--- config.mk ---
export PLATFORM = sky130hd
export DESIGN_NAME = pinned_page_frame_replacer_top
export DESIGN_NICKNAME = d
export VERILOG_FILES = /design/src/rtl/pprp_pkg.sv /design/src/rtl/pprp_ctrl.sv /design/src/rtl/pprp_datapath.sv /design/src/rtl/pinned_page_frame_replacer_top.sv
export VERILOG_INCLUDE_DIRS = /design/src /design/src/rtl
export SDC_FILE = /design/constraint.sdc
export NUM_CORES = 2
export LEC_CHECK = 0
export ABC_CLOCK_PERIOD_IN_PS = 10600
export CAP_MARGIN = 20
export CORE_MARGIN = 2
export CORE_UTILIZATION = 57
export DETAILED_ROUTE_END_ITERATION = 10
export DONT_BUFFER_PORTS = 1
export GPL_TIMING_DRIVEN = 0
export PLACE_DENSITY = 0.75
export SLEW_MARGIN = 20
export SYNTH_ARGS = -nofsm -noshare
export SYNTH_HDL_FRONTEND = slang
export SYNTH_SLANG_ARGS = --single-unit
--- constraint.sdc ---
create_clock -name clk -period 10.6 [get_ports clk]
set_clock_uncertainty 0.2 [all_clocks]
set_input_delay 0.53 -clock clk [delete_from_list [all_inputs] [get_ports clk]]
set_output_delay 0.53 -clock clk [all_outputs]
set_load 0.01 [all_outputs]
--- src/rtl/assert_macros.svh ---
// Assertion macros used by the top level of the page frame replacer.
// Depends on nothing; the bodies are empty when SYNTH is defined.
`ifndef ASSERT_MACROS_SVH
`define ASSERT_MACROS_SVH
`ifndef SYNTH
// Property must hold at every rising clock edge outside reset.
`define ASSERT_CLK(lbl, clk, rst_n, prop, msg) \
	lbl: assert property (@(posedge clk) disable iff (!rst_n) prop) else $error(msg);
// Expression must never be true outside reset.
`define ASSERT_NEVER(lbl, clk, rst_n, expr, msg) \
	lbl: assert property (@(posedge clk) disable iff (!rst_n) !(expr)) else $error(msg);
`else
`define ASSERT_CLK(lbl, clk, rst_n, prop, msg)
`define ASSERT_NEVER(lbl, clk, rst_n, expr, msg)
`endif
`endif

--- src/rtl/pprp_pkg.sv ---
// Shared types and constants of the pinned page frame replacer.
// Used by the controller, the datapath and the top level; depends on nothing.
package pprp_pkg;

	localparam int FUNC_W = 3;
	localparam int FILE_W = 16;
	localparam int PAGE_W = 48;
	localparam int SLOT_W = 4;

	// Request function codes
	localparam logic [FUNC_W-1:0] FUNC_FIX        = 3'd0;
	localparam logic [FUNC_W-1:0] FUNC_UNFIX      = 3'd1;
	localparam logic [FUNC_W-1:0] FUNC_FLUSH_FILE = 3'd2;
	localparam logic [FUNC_W-1:0] FUNC_EVICT_FILE = 3'd3;
	localparam logic [FUNC_W-1:0] FUNC_FLUSH_ALL  = 3'd4;

	// Controller to datapath commands
	typedef struct packed {
		logic load;    // capture request, restart scan
		logic scan;    // examine one slot for fix or unfix
		logic commit;  // apply fix or unfix and emit its result
		logic flush;   // examine one slot for flush or evict
		logic fin;     // emit the closing result
	} cmd_t;

	// Datapath to controller status
	typedef struct packed {
		logic idx_last;   // scan index sits on the last slot
		logic need_emit;  // current slot produces a writeback result
		logic out_free;   // output register can take a result
	} sts_t;

endpackage

--- src/rtl/pprp_ctrl.sv ---
// Sequencer of the page frame replacer: steps the slot scan and commits.
// Depends on pprp_pkg for command and status types and function codes.
module pprp_ctrl (
	input  logic                           clk,
	input  logic                           arst_n,
	input  logic                           req_valid,
	input  logic [pprp_pkg::FUNC_W-1:0]    func,
	output logic                           req_ready,
	output pprp_pkg::cmd_t                 cmd,
	input  pprp_pkg::sts_t                 sts
);

	typedef enum logic [2:0] {
		ST_IDLE,
		ST_SCAN,
		ST_COMMIT,
		ST_FLUSH,
		ST_LAST
	} state_t;

	state_t state_q;
	logic   flush_go;

	// Hold off a flush step while its result has nowhere to go
	assign flush_go  = !(sts.need_emit && !sts.out_free);
	assign req_ready = (state_q == ST_IDLE);

	// Decode commands from the current state
	always_comb begin
		cmd        = '0;
		cmd.load   = (state_q == ST_IDLE) && req_valid;
		cmd.scan   = (state_q == ST_SCAN);
		cmd.commit = (state_q == ST_COMMIT) && sts.out_free;
		cmd.flush  = (state_q == ST_FLUSH) && flush_go;
		cmd.fin    = (state_q == ST_LAST) && sts.out_free;
	end

	// Advance the sequencer
	always_ff @(posedge clk or negedge arst_n) begin
		if (!arst_n) begin
			state_q <= ST_IDLE;
		end else begin
			unique case (state_q)
				ST_IDLE: begin
					if (req_valid) begin
						if (func == pprp_pkg::FUNC_FIX || func == pprp_pkg::FUNC_UNFIX)
							state_q <= ST_SCAN;
						else if (func == pprp_pkg::FUNC_FLUSH_FILE ||
							 func == pprp_pkg::FUNC_EVICT_FILE ||
							 func == pprp_pkg::FUNC_FLUSH_ALL)
							state_q <= ST_FLUSH;
						else
							state_q <= ST_LAST;
					end
				end
				ST_SCAN: begin
					if (sts.idx_last) state_q <= ST_COMMIT;
				end
				ST_COMMIT: begin
					if (sts.out_free) state_q <= ST_IDLE;
				end
				ST_FLUSH: begin
					if (flush_go && sts.idx_last) state_q <= ST_LAST;
				end
				ST_LAST: begin
					if (sts.out_free) state_q <= ST_IDLE;
				end
				default: state_q <= ST_IDLE;
			endcase
		end
	end

endmodule

--- src/rtl/pprp_datapath.sv ---
// Frame table, queue ranks, scan trackers and output register of the replacer.
// Depends on pprp_pkg; driven by commands from pprp_ctrl.
module pprp_datapath #(
	parameter int FRAMES    = 16,
	parameter int PAGE_BITS = 48,
	parameter int PIN_BITS  = 8
) (
	input  logic                           clk,
	input  logic                           arst_n,
	input  pprp_pkg::cmd_t                 cmd,
	output pprp_pkg::sts_t                 sts,
	input  logic [pprp_pkg::FUNC_W-1:0]    func,
	input  logic [pprp_pkg::FILE_W-1:0]    file_id,
	input  logic [pprp_pkg::PAGE_W-1:0]    page_id,
	input  logic                           dirty,
	input  logic                           rsp_ready,
	output logic                           rsp_valid,
	output logic [pprp_pkg::SLOT_W-1:0]    slot,
	output logic                           hit,
	output logic                           load_needed,
	output logic                           no_frame,
	output logic                           victim_valid,
	output logic                           writeback,
	output logic [pprp_pkg::FILE_W-1:0]    wb_file,
	output logic [pprp_pkg::PAGE_W-1:0]    wb_page,
	output logic                           last
);

	localparam int SW = $clog2(FRAMES);
	localparam int LW = $clog2(FRAMES + 1);
	localparam int FW = pprp_pkg::FILE_W;
	localparam logic [SW-1:0]       LAST_IDX = SW'(FRAMES - 1);
	localparam logic [PIN_BITS-1:0] PIN_MAX  = '1;
	localparam logic [PIN_BITS-1:0] PIN_ONE  = PIN_BITS'(1);

	// Frame table, one lane per slot
	logic                 vld_q  [FRAMES];
	logic [FW-1:0]        tf_q   [FRAMES];
	logic [PAGE_BITS-1:0] tp_q   [FRAMES];
	logic [PIN_BITS-1:0]  pin_q  [FRAMES];
	logic                 dty_q  [FRAMES];
	logic                 lru_q  [FRAMES];
	logic [SW-1:0]        rank_q [FRAMES];
	logic [LW-1:0]        fifo_len_q, lru_len_q;

	// Captured request
	logic [pprp_pkg::FUNC_W-1:0] func_q;
	logic [FW-1:0]               file_q;
	logic [PAGE_BITS-1:0]        page_q;
	logic                        dt_q;

	// Scan trackers
	logic [SW-1:0]        idx_q;
	logic                 hit_found_q, free_found_q, fv_found_q, lv_found_q;
	logic [SW-1:0]        hit_slot_q, free_slot_q, fv_slot_q, lv_slot_q;
	logic [SW-1:0]        h_rank_q, fv_rank_q, lv_rank_q;
	logic                 h_lru_q;
	logic [PIN_BITS-1:0]  h_pin_q;
	logic [FW-1:0]        fv_tf_q, lv_tf_q;
	logic [PAGE_BITS-1:0] fv_tp_q, lv_tp_q;
	logic                 fv_dty_q, lv_dty_q;

	// Output register
	logic                      out_valid_q;
	logic [pprp_pkg::SLOT_W-1:0] o_slot_q;
	logic                      o_hit_q, o_load_q, o_nofr_q, o_vic_q, o_wb_q, o_last_q;
	logic [FW-1:0]             o_wf_q;
	logic [pprp_pkg::PAGE_W-1:0] o_wp_q;

	// Current lane under the scan index
	logic                 cur_vld, cur_dty, cur_lru;
	logic [FW-1:0]        cur_tf;
	logic [PAGE_BITS-1:0] cur_tp;
	logic [PIN_BITS-1:0]  cur_pin;
	logic [SW-1:0]        cur_rank;
	logic                 tag_eq, fifo_cand, lru_cand, concerned, need_emit;

	assign cur_vld  = vld_q[idx_q];
	assign cur_tf   = tf_q[idx_q];
	assign cur_tp   = tp_q[idx_q];
	assign cur_pin  = pin_q[idx_q];
	assign cur_dty  = dty_q[idx_q];
	assign cur_lru  = lru_q[idx_q];
	assign cur_rank = rank_q[idx_q];

	assign tag_eq    = cur_vld && (cur_tf == file_q) && (cur_tp == page_q);
	assign fifo_cand = cur_vld && (cur_pin == '0) && !cur_lru &&
			   (!fv_found_q || (cur_rank < fv_rank_q));
	assign lru_cand  = cur_vld && (cur_pin == '0) && cur_lru &&
			   (!lv_found_q || (cur_rank < lv_rank_q));
	assign concerned = cur_vld &&
			   ((func_q == pprp_pkg::FUNC_FLUSH_ALL) || (cur_tf == file_q));
	assign need_emit = concerned && cur_dty;

	assign sts.idx_last  = (idx_q == LAST_IDX);
	assign sts.need_emit = need_emit;
	assign sts.out_free  = !out_valid_q || rsp_ready;

	// Commit decode
	logic                 is_fix, vic_found, vic_lru, vic_dty;
	logic [SW-1:0]        vic_slot, vic_rank;
	logic [FW-1:0]        vic_tf;
	logic [PAGE_BITS-1:0] vic_tp;
	logic                 fix_hit, fix_free, fix_vic, unfix_hit, ev_drop, dirty_clr;
	logic                 new_frame;
	logic [SW-1:0]        new_slot;
	logic [LW-1:0]        hit_rank_w, vic_rank_w;

	assign is_fix    = (func_q == pprp_pkg::FUNC_FIX);
	assign vic_found = fv_found_q || lv_found_q;
	assign vic_lru   = !fv_found_q;
	assign vic_slot  = fv_found_q ? fv_slot_q : lv_slot_q;
	assign vic_rank  = fv_found_q ? fv_rank_q : lv_rank_q;
	assign vic_tf    = fv_found_q ? fv_tf_q : lv_tf_q;
	assign vic_tp    = fv_found_q ? fv_tp_q : lv_tp_q;
	assign vic_dty   = fv_found_q ? fv_dty_q : lv_dty_q;

	assign fix_hit   = cmd.commit && is_fix && hit_found_q;
	assign fix_free  = cmd.commit && is_fix && !hit_found_q && free_found_q;
	assign fix_vic   = cmd.commit && is_fix && !hit_found_q && !free_found_q && vic_found;
	assign unfix_hit = cmd.commit && !is_fix && hit_found_q;
	assign ev_drop   = cmd.flush && (func_q == pprp_pkg::FUNC_EVICT_FILE) && concerned;
	assign dirty_clr = cmd.flush && need_emit;
	assign new_frame = fix_free || fix_vic;
	assign new_slot  = fix_free ? free_slot_q : vic_slot;

	assign hit_rank_w = lru_len_q - LW'(h_lru_q);
	assign vic_rank_w = (fix_vic && !vic_lru) ? (fifo_len_q - LW'(1)) : fifo_len_q;

	// Queue removal: close the gap behind the removed rank
	logic          dec_en, dec_lru;
	logic [SW-1:0] dec_rank;

	always_comb begin
		dec_en   = 1'b0;
		dec_lru  = 1'b0;
		dec_rank = '0;
		priority if (fix_hit) begin
			dec_en   = 1'b1;
			dec_lru  = h_lru_q;
			dec_rank = h_rank_q;
		end else if (fix_vic) begin
			dec_en   = 1'b1;
			dec_lru  = vic_lru;
			dec_rank = vic_rank;
		end else if (ev_drop) begin
			dec_en   = 1'b1;
			dec_lru  = cur_lru;
			dec_rank = cur_rank;
		end
	end

	// Result selection
	logic                        emit;
	logic [SW-1:0]               e_slot;
	logic                        e_hit, e_load, e_nofr, e_vic, e_wb, e_last;
	logic [FW-1:0]               e_wf;
	logic [PAGE_BITS-1:0]        e_wp;

	assign emit = cmd.commit || dirty_clr || cmd.fin;

	always_comb begin
		e_slot = '0;
		e_hit  = 1'b0;
		e_load = 1'b0;
		e_nofr = 1'b0;
		e_vic  = 1'b0;
		e_wb   = 1'b0;
		e_wf   = '0;
		e_wp   = '0;
		e_last = 1'b1;
		priority if (cmd.commit) begin
			if (hit_found_q) begin
				e_slot = hit_slot_q;
				e_hit  = 1'b1;
			end else if (!is_fix) begin
				e_slot = '0;
			end else if (free_found_q) begin
				e_slot = free_slot_q;
				e_load = 1'b1;
			end else if (vic_found) begin
				e_slot = vic_slot;
				e_load = 1'b1;
				e_vic  = 1'b1;
				e_wb   = vic_dty;
				e_wf   = vic_tf;
				e_wp   = vic_tp;
			end else begin
				e_nofr = 1'b1;
			end
		end else if (cmd.flush) begin
			e_slot = idx_q;
			e_wb   = 1'b1;
			e_wf   = cur_tf;
			e_wp   = cur_tp;
			e_last = 1'b0;
		end
	end

	// Control state: valid bits, queue lengths, scan flags, output valid
	always_ff @(posedge clk or negedge arst_n) begin
		if (!arst_n) begin
			for (int j = 0; j < FRAMES; j++) vld_q[j] <= 1'b0;
			fifo_len_q   <= '0;
			lru_len_q    <= '0;
			idx_q        <= '0;
			hit_found_q  <= 1'b0;
			free_found_q <= 1'b0;
			fv_found_q   <= 1'b0;
			lv_found_q   <= 1'b0;
			out_valid_q  <= 1'b0;
		end else begin
			if (cmd.load) begin
				idx_q        <= '0;
				hit_found_q  <= 1'b0;
				free_found_q <= 1'b0;
				fv_found_q   <= 1'b0;
				lv_found_q   <= 1'b0;
			end
			if (cmd.scan) begin
				idx_q <= idx_q + SW'(1);
				if (tag_eq) hit_found_q <= 1'b1;
				if (!cur_vld) free_found_q <= 1'b1;
				if (fifo_cand) fv_found_q <= 1'b1;
				if (lru_cand) lv_found_q <= 1'b1;
			end
			if (cmd.flush) idx_q <= idx_q + SW'(1);
			if (new_frame) vld_q[new_slot] <= 1'b1;
			if (ev_drop) vld_q[idx_q] <= 1'b0;
			// Move frames between queues
			if (fix_hit && !h_lru_q) begin
				fifo_len_q <= fifo_len_q - LW'(1);
				lru_len_q  <= lru_len_q + LW'(1);
			end
			if (fix_free) fifo_len_q <= fifo_len_q + LW'(1);
			if (fix_vic && vic_lru) begin
				fifo_len_q <= fifo_len_q + LW'(1);
				lru_len_q  <= lru_len_q - LW'(1);
			end
			if (ev_drop) begin
				if (cur_lru) lru_len_q <= lru_len_q - LW'(1);
				else fifo_len_q <= fifo_len_q - LW'(1);
			end
			if (emit) out_valid_q <= 1'b1;
			else if (rsp_ready) out_valid_q <= 1'b0;
		end
	end

	// Payload: request capture, scan captures, frame fields, result fields
	always_ff @(posedge clk) begin
		if (cmd.load) begin
			func_q <= func;
			file_q <= file_id;
			page_q <= page_id[PAGE_BITS-1:0];
			dt_q   <= dirty;
		end
		if (cmd.scan) begin
			if (tag_eq && !hit_found_q) begin
				hit_slot_q <= idx_q;
				h_rank_q   <= cur_rank;
				h_lru_q    <= cur_lru;
				h_pin_q    <= cur_pin;
			end
			if (!cur_vld && !free_found_q) free_slot_q <= idx_q;
			if (fifo_cand) begin
				fv_slot_q <= idx_q;
				fv_rank_q <= cur_rank;
				fv_tf_q   <= cur_tf;
				fv_tp_q   <= cur_tp;
				fv_dty_q  <= cur_dty;
			end
			if (lru_cand) begin
				lv_slot_q <= idx_q;
				lv_rank_q <= cur_rank;
				lv_tf_q   <= cur_tf;
				lv_tp_q   <= cur_tp;
				lv_dty_q  <= cur_dty;
			end
		end
		for (int j = 0; j < FRAMES; j++) begin
			if (dec_en && vld_q[j] && (lru_q[j] == dec_lru) && (rank_q[j] > dec_rank))
				rank_q[j] <= rank_q[j] - SW'(1);
		end
		if (fix_hit) begin
			lru_q[hit_slot_q]  <= 1'b1;
			rank_q[hit_slot_q] <= hit_rank_w[SW-1:0];
			if (h_pin_q != PIN_MAX) pin_q[hit_slot_q] <= h_pin_q + PIN_ONE;
		end
		if (new_frame) begin
			tf_q[new_slot]   <= file_q;
			tp_q[new_slot]   <= page_q;
			pin_q[new_slot]  <= PIN_ONE;
			dty_q[new_slot]  <= 1'b0;
			lru_q[new_slot]  <= 1'b0;
			rank_q[new_slot] <= vic_rank_w[SW-1:0];
		end
		if (unfix_hit) begin
			if (dt_q) dty_q[hit_slot_q] <= 1'b1;
			if (h_pin_q != '0) pin_q[hit_slot_q] <= h_pin_q - PIN_ONE;
		end
		if (dirty_clr) dty_q[idx_q] <= 1'b0;
		if (emit) begin
			o_slot_q <= pprp_pkg::SLOT_W'(e_slot);
			o_hit_q  <= e_hit;
			o_load_q <= e_load;
			o_nofr_q <= e_nofr;
			o_vic_q  <= e_vic;
			o_wb_q   <= e_wb;
			o_wf_q   <= e_wf;
			o_wp_q   <= pprp_pkg::PAGE_W'(e_wp);
			o_last_q <= e_last;
		end
	end

	assign rsp_valid    = out_valid_q;
	assign slot         = o_slot_q;
	assign hit          = o_hit_q;
	assign load_needed  = o_load_q;
	assign no_frame     = o_nofr_q;
	assign victim_valid = o_vic_q;
	assign writeback    = o_wb_q;
	assign wb_file      = o_wf_q;
	assign wb_page      = o_wp_q;
	assign last         = o_last_q;

endmodule

--- src/rtl/pinned_page_frame_replacer_top.sv ---
// Top level of the pinned page frame replacer: sequencer plus frame datapath.
// Depends on pprp_pkg, pprp_ctrl, pprp_datapath and assert_macros.svh.

// Page frame table with pin counts and FIFO/LRU two-queue replacement. Fix,
// unfix, flush and evict requests scan the table one slot per clock while no
// flush step stalls. Fix and unfix run accept, a scan step for each slot and
// commit; flush and evict run accept, a slot step for each slot and a closing
// result; unknown codes go from accept straight to the closing result. Any
// step that has a result to send stalls while the output register still holds
// an untaken result. A finished result sits in an output register, so the
// next request is taken while it waits. Flush and evict send one writeback
// result per dirty frame of the file (of every file for flush all) in slot
// order and close with a result that carries only last. The exclusive
// request bit does not affect any result.
`include "assert_macros.svh"

module pinned_page_frame_replacer_top #(
	parameter int FRAMES    = 16,
	parameter int PAGE_BITS = 48,
	parameter int PIN_BITS  = 8
) (
	input  logic                           clk,
	input  logic                           arst_n,
	input  logic                           req_valid,
	output logic                           req_ready,
	input  logic [pprp_pkg::FUNC_W-1:0]    func,
	input  logic [pprp_pkg::FILE_W-1:0]    file_id,
	input  logic [pprp_pkg::PAGE_W-1:0]    page_id,
	input  logic                           exclusive,
	input  logic                           dirty,
	output logic                           rsp_valid,
	input  logic                           rsp_ready,
	output logic [pprp_pkg::SLOT_W-1:0]    slot,
	output logic                           hit,
	output logic                           load_needed,
	output logic                           no_frame,
	output logic                           victim_valid,
	output logic                           writeback,
	output logic [pprp_pkg::FILE_W-1:0]    wb_file,
	output logic [pprp_pkg::PAGE_W-1:0]    wb_page,
	output logic                           last
);

	pprp_pkg::cmd_t cmd;
	pprp_pkg::sts_t sts;

	// Sequencer
	pprp_ctrl u_ctrl (
		.clk       (clk),
		.arst_n    (arst_n),
		.req_valid (req_valid),
		.func      (func),
		.req_ready (req_ready),
		.cmd       (cmd),
		.sts       (sts)
	);

	// Frame table and result register
	pprp_datapath #(
		.FRAMES    (FRAMES),
		.PAGE_BITS (PAGE_BITS),
		.PIN_BITS  (PIN_BITS)
	) u_dp (
		.clk          (clk),
		.arst_n       (arst_n),
		.cmd          (cmd),
		.sts          (sts),
		.func         (func),
		.file_id      (file_id),
		.page_id      (page_id),
		.dirty        (dirty),
		.rsp_ready    (rsp_ready),
		.rsp_valid    (rsp_valid),
		.slot         (slot),
		.hit          (hit),
		.load_needed  (load_needed),
		.no_frame     (no_frame),
		.victim_valid (victim_valid),
		.writeback    (writeback),
		.wb_file      (wb_file),
		.wb_page      (wb_page),
		.last         (last)
	);

	// Checks on the sequencing and the results
	`ASSERT_CLK(a_busy_after_transfer, clk, arst_n, req_valid && req_ready |=> !req_ready, "request taken while previous one in progress")
	`ASSERT_NEVER(a_step_while_ready, clk, arst_n, req_ready && (cmd.scan || cmd.flush || cmd.commit), "scan step while idle")
	`ASSERT_NEVER(a_hit_and_load, clk, arst_n, rsp_valid && hit && load_needed, "result is both hit and load")
	`ASSERT_CLK(a_noframe_alone, clk, arst_n, rsp_valid && no_frame |-> last && !load_needed && !victim_valid, "no frame result carries other flags")

endmodule
# Yosys cells after proc, flatten, opt, wreduce, memory -nomap -nowiden
# Memories as Yosys holds them, arrays and structs flattened.
# Cells that the tools add are included.
# word_totals
ram_bits	1248
elab_cells	420
n_memories	6
input_bits	73
out_inout_bits	76
register_bits	347
# mem_list
name	depth	word_bits	read_ports	rd_clocked_by_memory_dff	write_ports	line_no	rtl
u_dp.tp_q	16	48	1	0	1	pprp_datapath.sv:39	logic [PAGE_BITS-1:0] tp_q [FRAMES];
u_dp.tf_q	16	16	1	0	1	pprp_datapath.sv:38	logic [FW-1:0] tf_q [FRAMES];
u_dp.pin_q	16	8	1	0	1	pprp_datapath.sv:40	logic [PIN_BITS-1:0] pin_q [FRAMES];
u_dp.rank_q	16	4	17	0	17	pprp_datapath.sv:43	logic [SW-1:0] rank_q [FRAMES];
u_dp.dty_q	16	1	1	0	1	pprp_datapath.sv:41	logic dty_q [FRAMES];
u_dp.lru_q	16	1	17	0	1	pprp_datapath.sv:42	logic lru_q [FRAMES];
# classes
bitwise_logic	8
n_lt_le_gt_ge	22
reduce_logical	123
n_addsub	24
mux	150
n_eq_ne	34
# op_table
operator	n
2-to-1 mux 48 bit	7
2-to-1 mux 16 bit	9
2-to-1 mux 1 bit	91
2-to-1 mux 4 bit	22
logical AND 1 bit	81
greater-than comparator 4 bit	16
subtractor 4 x 1 -> 4 bit (second input constant)	16
equality test 48 bit	1
2-to-1 mux 5 bit	9
2-to-1 mux 3 bit	6
bitwise AND 16 bit	1
equality test 1 bit	16
equality test 16 bit	1
2-to-1 mux 8 bit	2
NOT 16 bit	1
OR 16 bit	1
equality test 3 x 2 -> 1 bit (second input constant)	5
one-hot mux 3 bit (4 select lines)	1
zero test 1 bit	11
logical OR 1 bit	11
adder 5 x 1 -> 5 bit (second input constant)	2
greater-or-equal comparator 5 bit (second input constant)	2
< comparator 5 x 1 -> 1 bit (second input constant)	2
NOT 4 -> 5 bit	2
28 further kinds	45

# Longest topological paths before layout
# depth
ltp_word	19
mapped_depth	21
mapped_depth_nobuf	16

# By module
# Synthesis repeated with hierarchy kept, for this count alone.
# hier_totals
hier_cells	3464
hier_area_um2	65547.9
# modules_own_cells
mod	seq_area_each_um2	n_inst	area_per_inst_um2	cells_per_inst
pprp_datapath	47420.5	1	65273.9	3428
pprp_ctrl	75.1	1	274.0	36

# Worst setup path before layout
# Ideal clock, no wire load.
# synth_path
path_type	register -> register
start	register u_dp.idx_q[0]
end	register u_dp.fv_dty_q, enable pin
t_required_ns	9.785
path_stages_with_launch	18
path_buffers	9
slack_ns	0.161
synth_period_minus_slack_ns	10.439
arrival_time_ns	9.623
cell_sequence	dfrtp_1 > buf_6 > buf_12 > buf_8 > buf_6 > buf_6 > buf_6 > buf_6 > buf_2 > clkbuf_1 > mux4_2 > mux4_2 > ha_1 > o21ai_0 > nand2b_1 > a21o_1 > a21o_1 > a211oi_1
# synth_between
elab_cells_between_ends	15
classes_between	order compare (1); mux (3); bitwise (1); reduce/logical (7); memory (3)
# synth_rtl
element	line_no	rtl
start: declaration	pprp_datapath.sv:53	logic [SW-1:0] idx_q;
start signal: assignment	pprp_datapath.sv:221	idx_q <= idx_q + SW'(1);
start signal: assignment	pprp_datapath.sv:227	if (cmd.flush) idx_q <= idx_q + SW'(1);
memory (16 x 4 bit)	--	
via u_dp.cur_rank[1]	pprp_datapath.sv:75	logic [SW-1:0] cur_rank;
< comparator 4 bit	pprp_datapath.sv:88	(!fv_found_q || (cur_rank < fv_rank_q));
logical OR 1 bit	pprp_datapath.sv:88	
logical AND 1 bit	pprp_datapath.sv:87	assign fifo_cand = cur_vld && (cur_pin == '0) && !cur_lru &&
AND reduction 2 bit (no line)	--	
end signal: assignment	pprp_datapath.sv:270	fv_dty_q <= cur_dty;
end: declaration	pprp_datapath.sv:61	logic fv_dty_q, lv_dty_q;
# The timed path passes the listed nets, and every way through them passes these cells. The select of a mux whose other input is x is not followed.
# A chain may end at the register's enable or synchronous reset.

==> summary.md <==
| Metric | Value |
|---|---|
| Max Slew Vio Count | 0 |
| Reg2Reg Setup Slack | roughly 1.8 ns |
| Core area | about 0.11 mm2 |
| Sequential area share after synthesis | between 70% and 80% |
| Post-synth EDFFs | ~1600 |
| Antenna-violating nets left | 0 |
| Crit path max fanout | 16 |
| Clock Power Share | 31.9% |
| Crit start category | flop |
| Worst EP required | 10.80 ns |
| Clk_lat worst skew | just under 0.8 ns |
| Drt first pass iters | 8 |
| Switching share of power | between 20 and 30% |
| CTS Sinks | between 1500 and 2000 |
| Logic pwr share | a little under a quarter |
| CTS tree | done |
| First-pass GRT wire length | approximately 250000 um |
| DRC | 0 |
| Switch Pwr | approximately 0.0051 W |
| Chip Height | 342.0 um |
| Int Pwr | roughly 0.012 W |
| DR iter-0 viols | around 5800 |
| Worst Path Arrival | around 9.0 ns |
| Synthesized area per cell | between 15 and 20 um2 |
| Largest net degree at the start of global routing | 46 |
| Final period util | between 80% and 90% |
| Post_cts resized | 0 |
| Reg power frac | between 40 and 50% |
| Antenna violations before repair | 5 |
| H-tree levels | 4 |
| Headroom to the max-slew limit | 17.55% |
| Wire per inst | 33.36 um |
| Peak Freq | 0.1133 GHz |
| Peak supply drop | approximately 0.00017 V |
| Post-Layout Cell Count | between 5000 and 6000 |
| Endpoints failing setup | 0 |
| WL final | between 150000 and 200000 um |
| Mapped Nets | about 3500 |
| Area delta synth->final | 15.23% |
| Reg clk slew, reported paths | 0.07 ns |
| Clk root buf | clkbuf_16 |
| FP Rows | 124 |
| CTS Buffer Depth | 3 |
| Tot GR Track Use | 30.08% |
| Max-cap viol count | 0 |
| Fraction of layout cells with a size suffix above 1 | a little over a fifth |
| Path depth of the worst reg2reg path | 18 |
| Setup crit end kind | flop |
| CP Class | flop to flop |
| Top_reg_cell synth | edfxtp_1 |
| Overflow after GRT | 0 |
| Hold Vio Cnt, Final | 0 |
| RSZ-0062 raised after global routing | false |
| IO Count | 149 |
| Synthesis Warnings | 0 |
| Worst R2R Start | u_dp.idx_q[1]$_DFFE_PN0P_ |
| GP Congestion | slightly above 0.9 |
| Yosys reg bits | about 1600 |
| Post-placement cell count | between 4000 and 5000 |
| Leak | around 24 nW |
| CTS buffer count | roughly 160 |
| Vias in the first global route | 35248 |
| Die area | ~0.12 mm2 |
| Chip Width | ~340 um |
| Worst slew pin tran | 1.237 ns |
| DP Area | a little under 0.07 mm2 |
| Hold crit path type | input port to async pin |
| PwrDens | 232.1 mW/mm2 |
| Core Util, Final | approximately 66% |
| Status | finished, final reports clean |
| Cell area after synthesis | between 0.06 and 0.07 mm2 |
| Worst flop-to-flop path endpoint | u_dp.rank_q[2][3]$_DFFE_PP_ |
| Post-DP HPWL | roughly 110000 um |
| NumNets Final | about 3800 |
| Port bufs | 0 |
| Synth cell types | a little over 80 |
| Vias | 35534 |
| Fin area | 0.07504 mm2 |
| Vias per cell | between 6 and 7 |
| Cells after synthesis | ~3300 |
| Final min period | 8.825 ns |
| Initial Util | between 50% and 60% |
| Share of flip-flops with an asynchronous set or reset | approximately 2.3% |
## synth_stat cells (29+ instances only)
cell / count / area, um2
nand2_1: 100 / 375.4
mux4_2: 351 / 7905
o21ai_0: 48 / 240.2
a21oi_1: 64 / 320.3
xor2_1: 39 / 341.6
dfrtp_1: 36 / 900.9
nor3_1: 29 / 145.1
buf_2: 45 / 225.2
clkbuf_1: 66 / 247.7
ha_1: 86 / 1076
nor2_1: 120 / 450.4
inv_1: 87 / 326.6
edfxtp_1: 1557 / 46750
mux2i_1: 153 / 1531
xnor2_1: 100 / 875.8
o2bb2ai_1: 66 / 578.1
## power by group through the flow
stage | clock network (W) | logic, W | registers [W]
floorplan | 0 | 0.00270 | 0.00772
global placement | 0 | 0.00392 | 0.00783
detailed placement | 0 | 0.00404 | 0.00782
CTS | 0.00559 | 0.00411 | 0.00769
global route | 0.00582 | 0.00432 | 0.00772
finish | 0.00556 | 0.00416 | 0.00770
## kinds of logic (layout without fill, tap and decap cells)
group	Yosys count	in the layout	synth area share (%)
adder cells (fa/ha/maj)	96	96	1.821
AO/OA/AOI/OAI	327	327	3.625
AND/OR/NAND/NOR	384	384	2.836
buffers and inverters	228	672	1.587
other	0	3	0
XOR/XNOR	139	139	1.869
flip-flops	1593	1593	73.18
multiplexers	528	528	15.08
## through the flow
stage | hold slack, ns | TNS, ns | total power [W] | setup WS (ns)
6_report | 0.02383 | 0 | 0.01742 | 1.775
3_5_place_dp | 0.03780 | 0 | 0.01186 | 2.011
5_1_grt | 0.04441 | 0 | 0.01786 | 1.601
2_1_floorplan | 0.03441 | 0 | 0.01042 | 0.1614
4_1_cts | 0.01115 | 0 | 0.01740 | 2.038
3_3_place_gp | 0.03763 | -719.10 | 0.01175 | -6.830
## flip-flops by register name (all words and copies together) (netlist names), 8 cells and up
name and cells:
u_dp.lv_tf_q 16, u_dp.wb_page 48, u_dp.pin_q 128, u_dp.page_q 48
u_dp.vld_q 16, u_dp.fv_tf_q 16, u_dp.rank_q 64, u_dp.h_pin_q 8
u_dp.lv_tp_q 48, u_dp.dty_q 16, u_dp.tf_q 256, u_dp.tp_q 768
u_dp.lru_q 16, u_dp.wb_file 16, u_dp.file_q 16, u_dp.fv_tp_q 48
## metal layers
metal / GRT usage, % / vias to the layer above / wire length [um]
li1: - / 14178 / -
met1: 41.89 / 18364 / 64270
met2: 46.81 / 2581 / 82830
met3: 6.453 / 407 / 20330
met4: 12.61 / 4 / 7803
met5: 0 / - / 24
## cells in the final DEF, fill, tap and decap left out, types with 39 or more instances in the layout
cell              n
edfxtp_1       1557
mux4_2          351
clkbuf_16       162
mux2i_1         153
nand2_1         100
xnor2_1         100
nor2_1           99
inv_1            86
ha_1             86
clkbuf_1         84
dlygate4sd3_1    70
o2bb2ai_1        66
a21oi_1          62
buf_2            49
o21ai_0          47
buf_12           43
xor2_1           39
## repair_timing
action	in CTS	in global routing
hold endpoints to repair	108	0
endpoints found under the setup margin	0	0
setup buffers	0	0
hold buffers	71	0
## final cells by class
cell class              instances  area, um2
fillers                      7200      38840
repair buffers                163       2696
multi-input cells            1474      16610
plain buffers                 137      713.2
diodes                          3      7.507
flip-flops and latches       1593      47660
clock inverters                89      940.9
well taps                    1512       1892
inverters                      91      344.1
clock buffers                 192       4177
## worst max path at each step
stage / start / end / slack, ns
6_report: u_dp.idx_q[1]$_DFFE_PN0P_ / u_dp.rank_q[2][3]$_DFFE_PP_ / 1.78
5_1_grt: u_dp.idx_q[1]$_DFFE_PN0P_ / u_dp.rank_q[0][0]$_DFFE_PP_ / 1.60
4_1_cts: u_dp.idx_q[1]$_DFFE_PN0P_ / u_dp.rank_q[2][3]$_DFFE_PP_ / 2.04
3_5_place_dp: u_dp.idx_q[1]$_DFFE_PN0P_ / u_dp.rank_q[2][1]$_DFFE_PP_ / 2.01
3_3_place_gp: u_dp.idx_q[1]$_DFFE_PN0P_ / u_dp.fv_tp_q[23]$_DFFE_PP_ / -6.83
2_1_floorplan: u_dp.idx_q[0]$_DFFE_PN0P_ / u_dp.fv_dty_q$_DFFE_PP_ / 0.16
## worst max-delay path: stages, from the launching register on
cell and delay (ns):
dfrtp_1 0.67, buf_2 0.39, buf_2 0.43, buf_2 0.45, buf_2 0.45, clkbuf_1 0.51
clkbuf_1 0.71, buf_2 0.52, buf_2 0.51, mux4_2 0.43, mux4_2 0.60, a21oi_1 0.18
nor2_1 0.10, a21oi_4 0.57, ha_1 0.39, a21oi_1 0.15, maj3_1 0.18, a22oi_1 0.08
o41ai_1 0.88
Power figures use the tool's default switching activity.
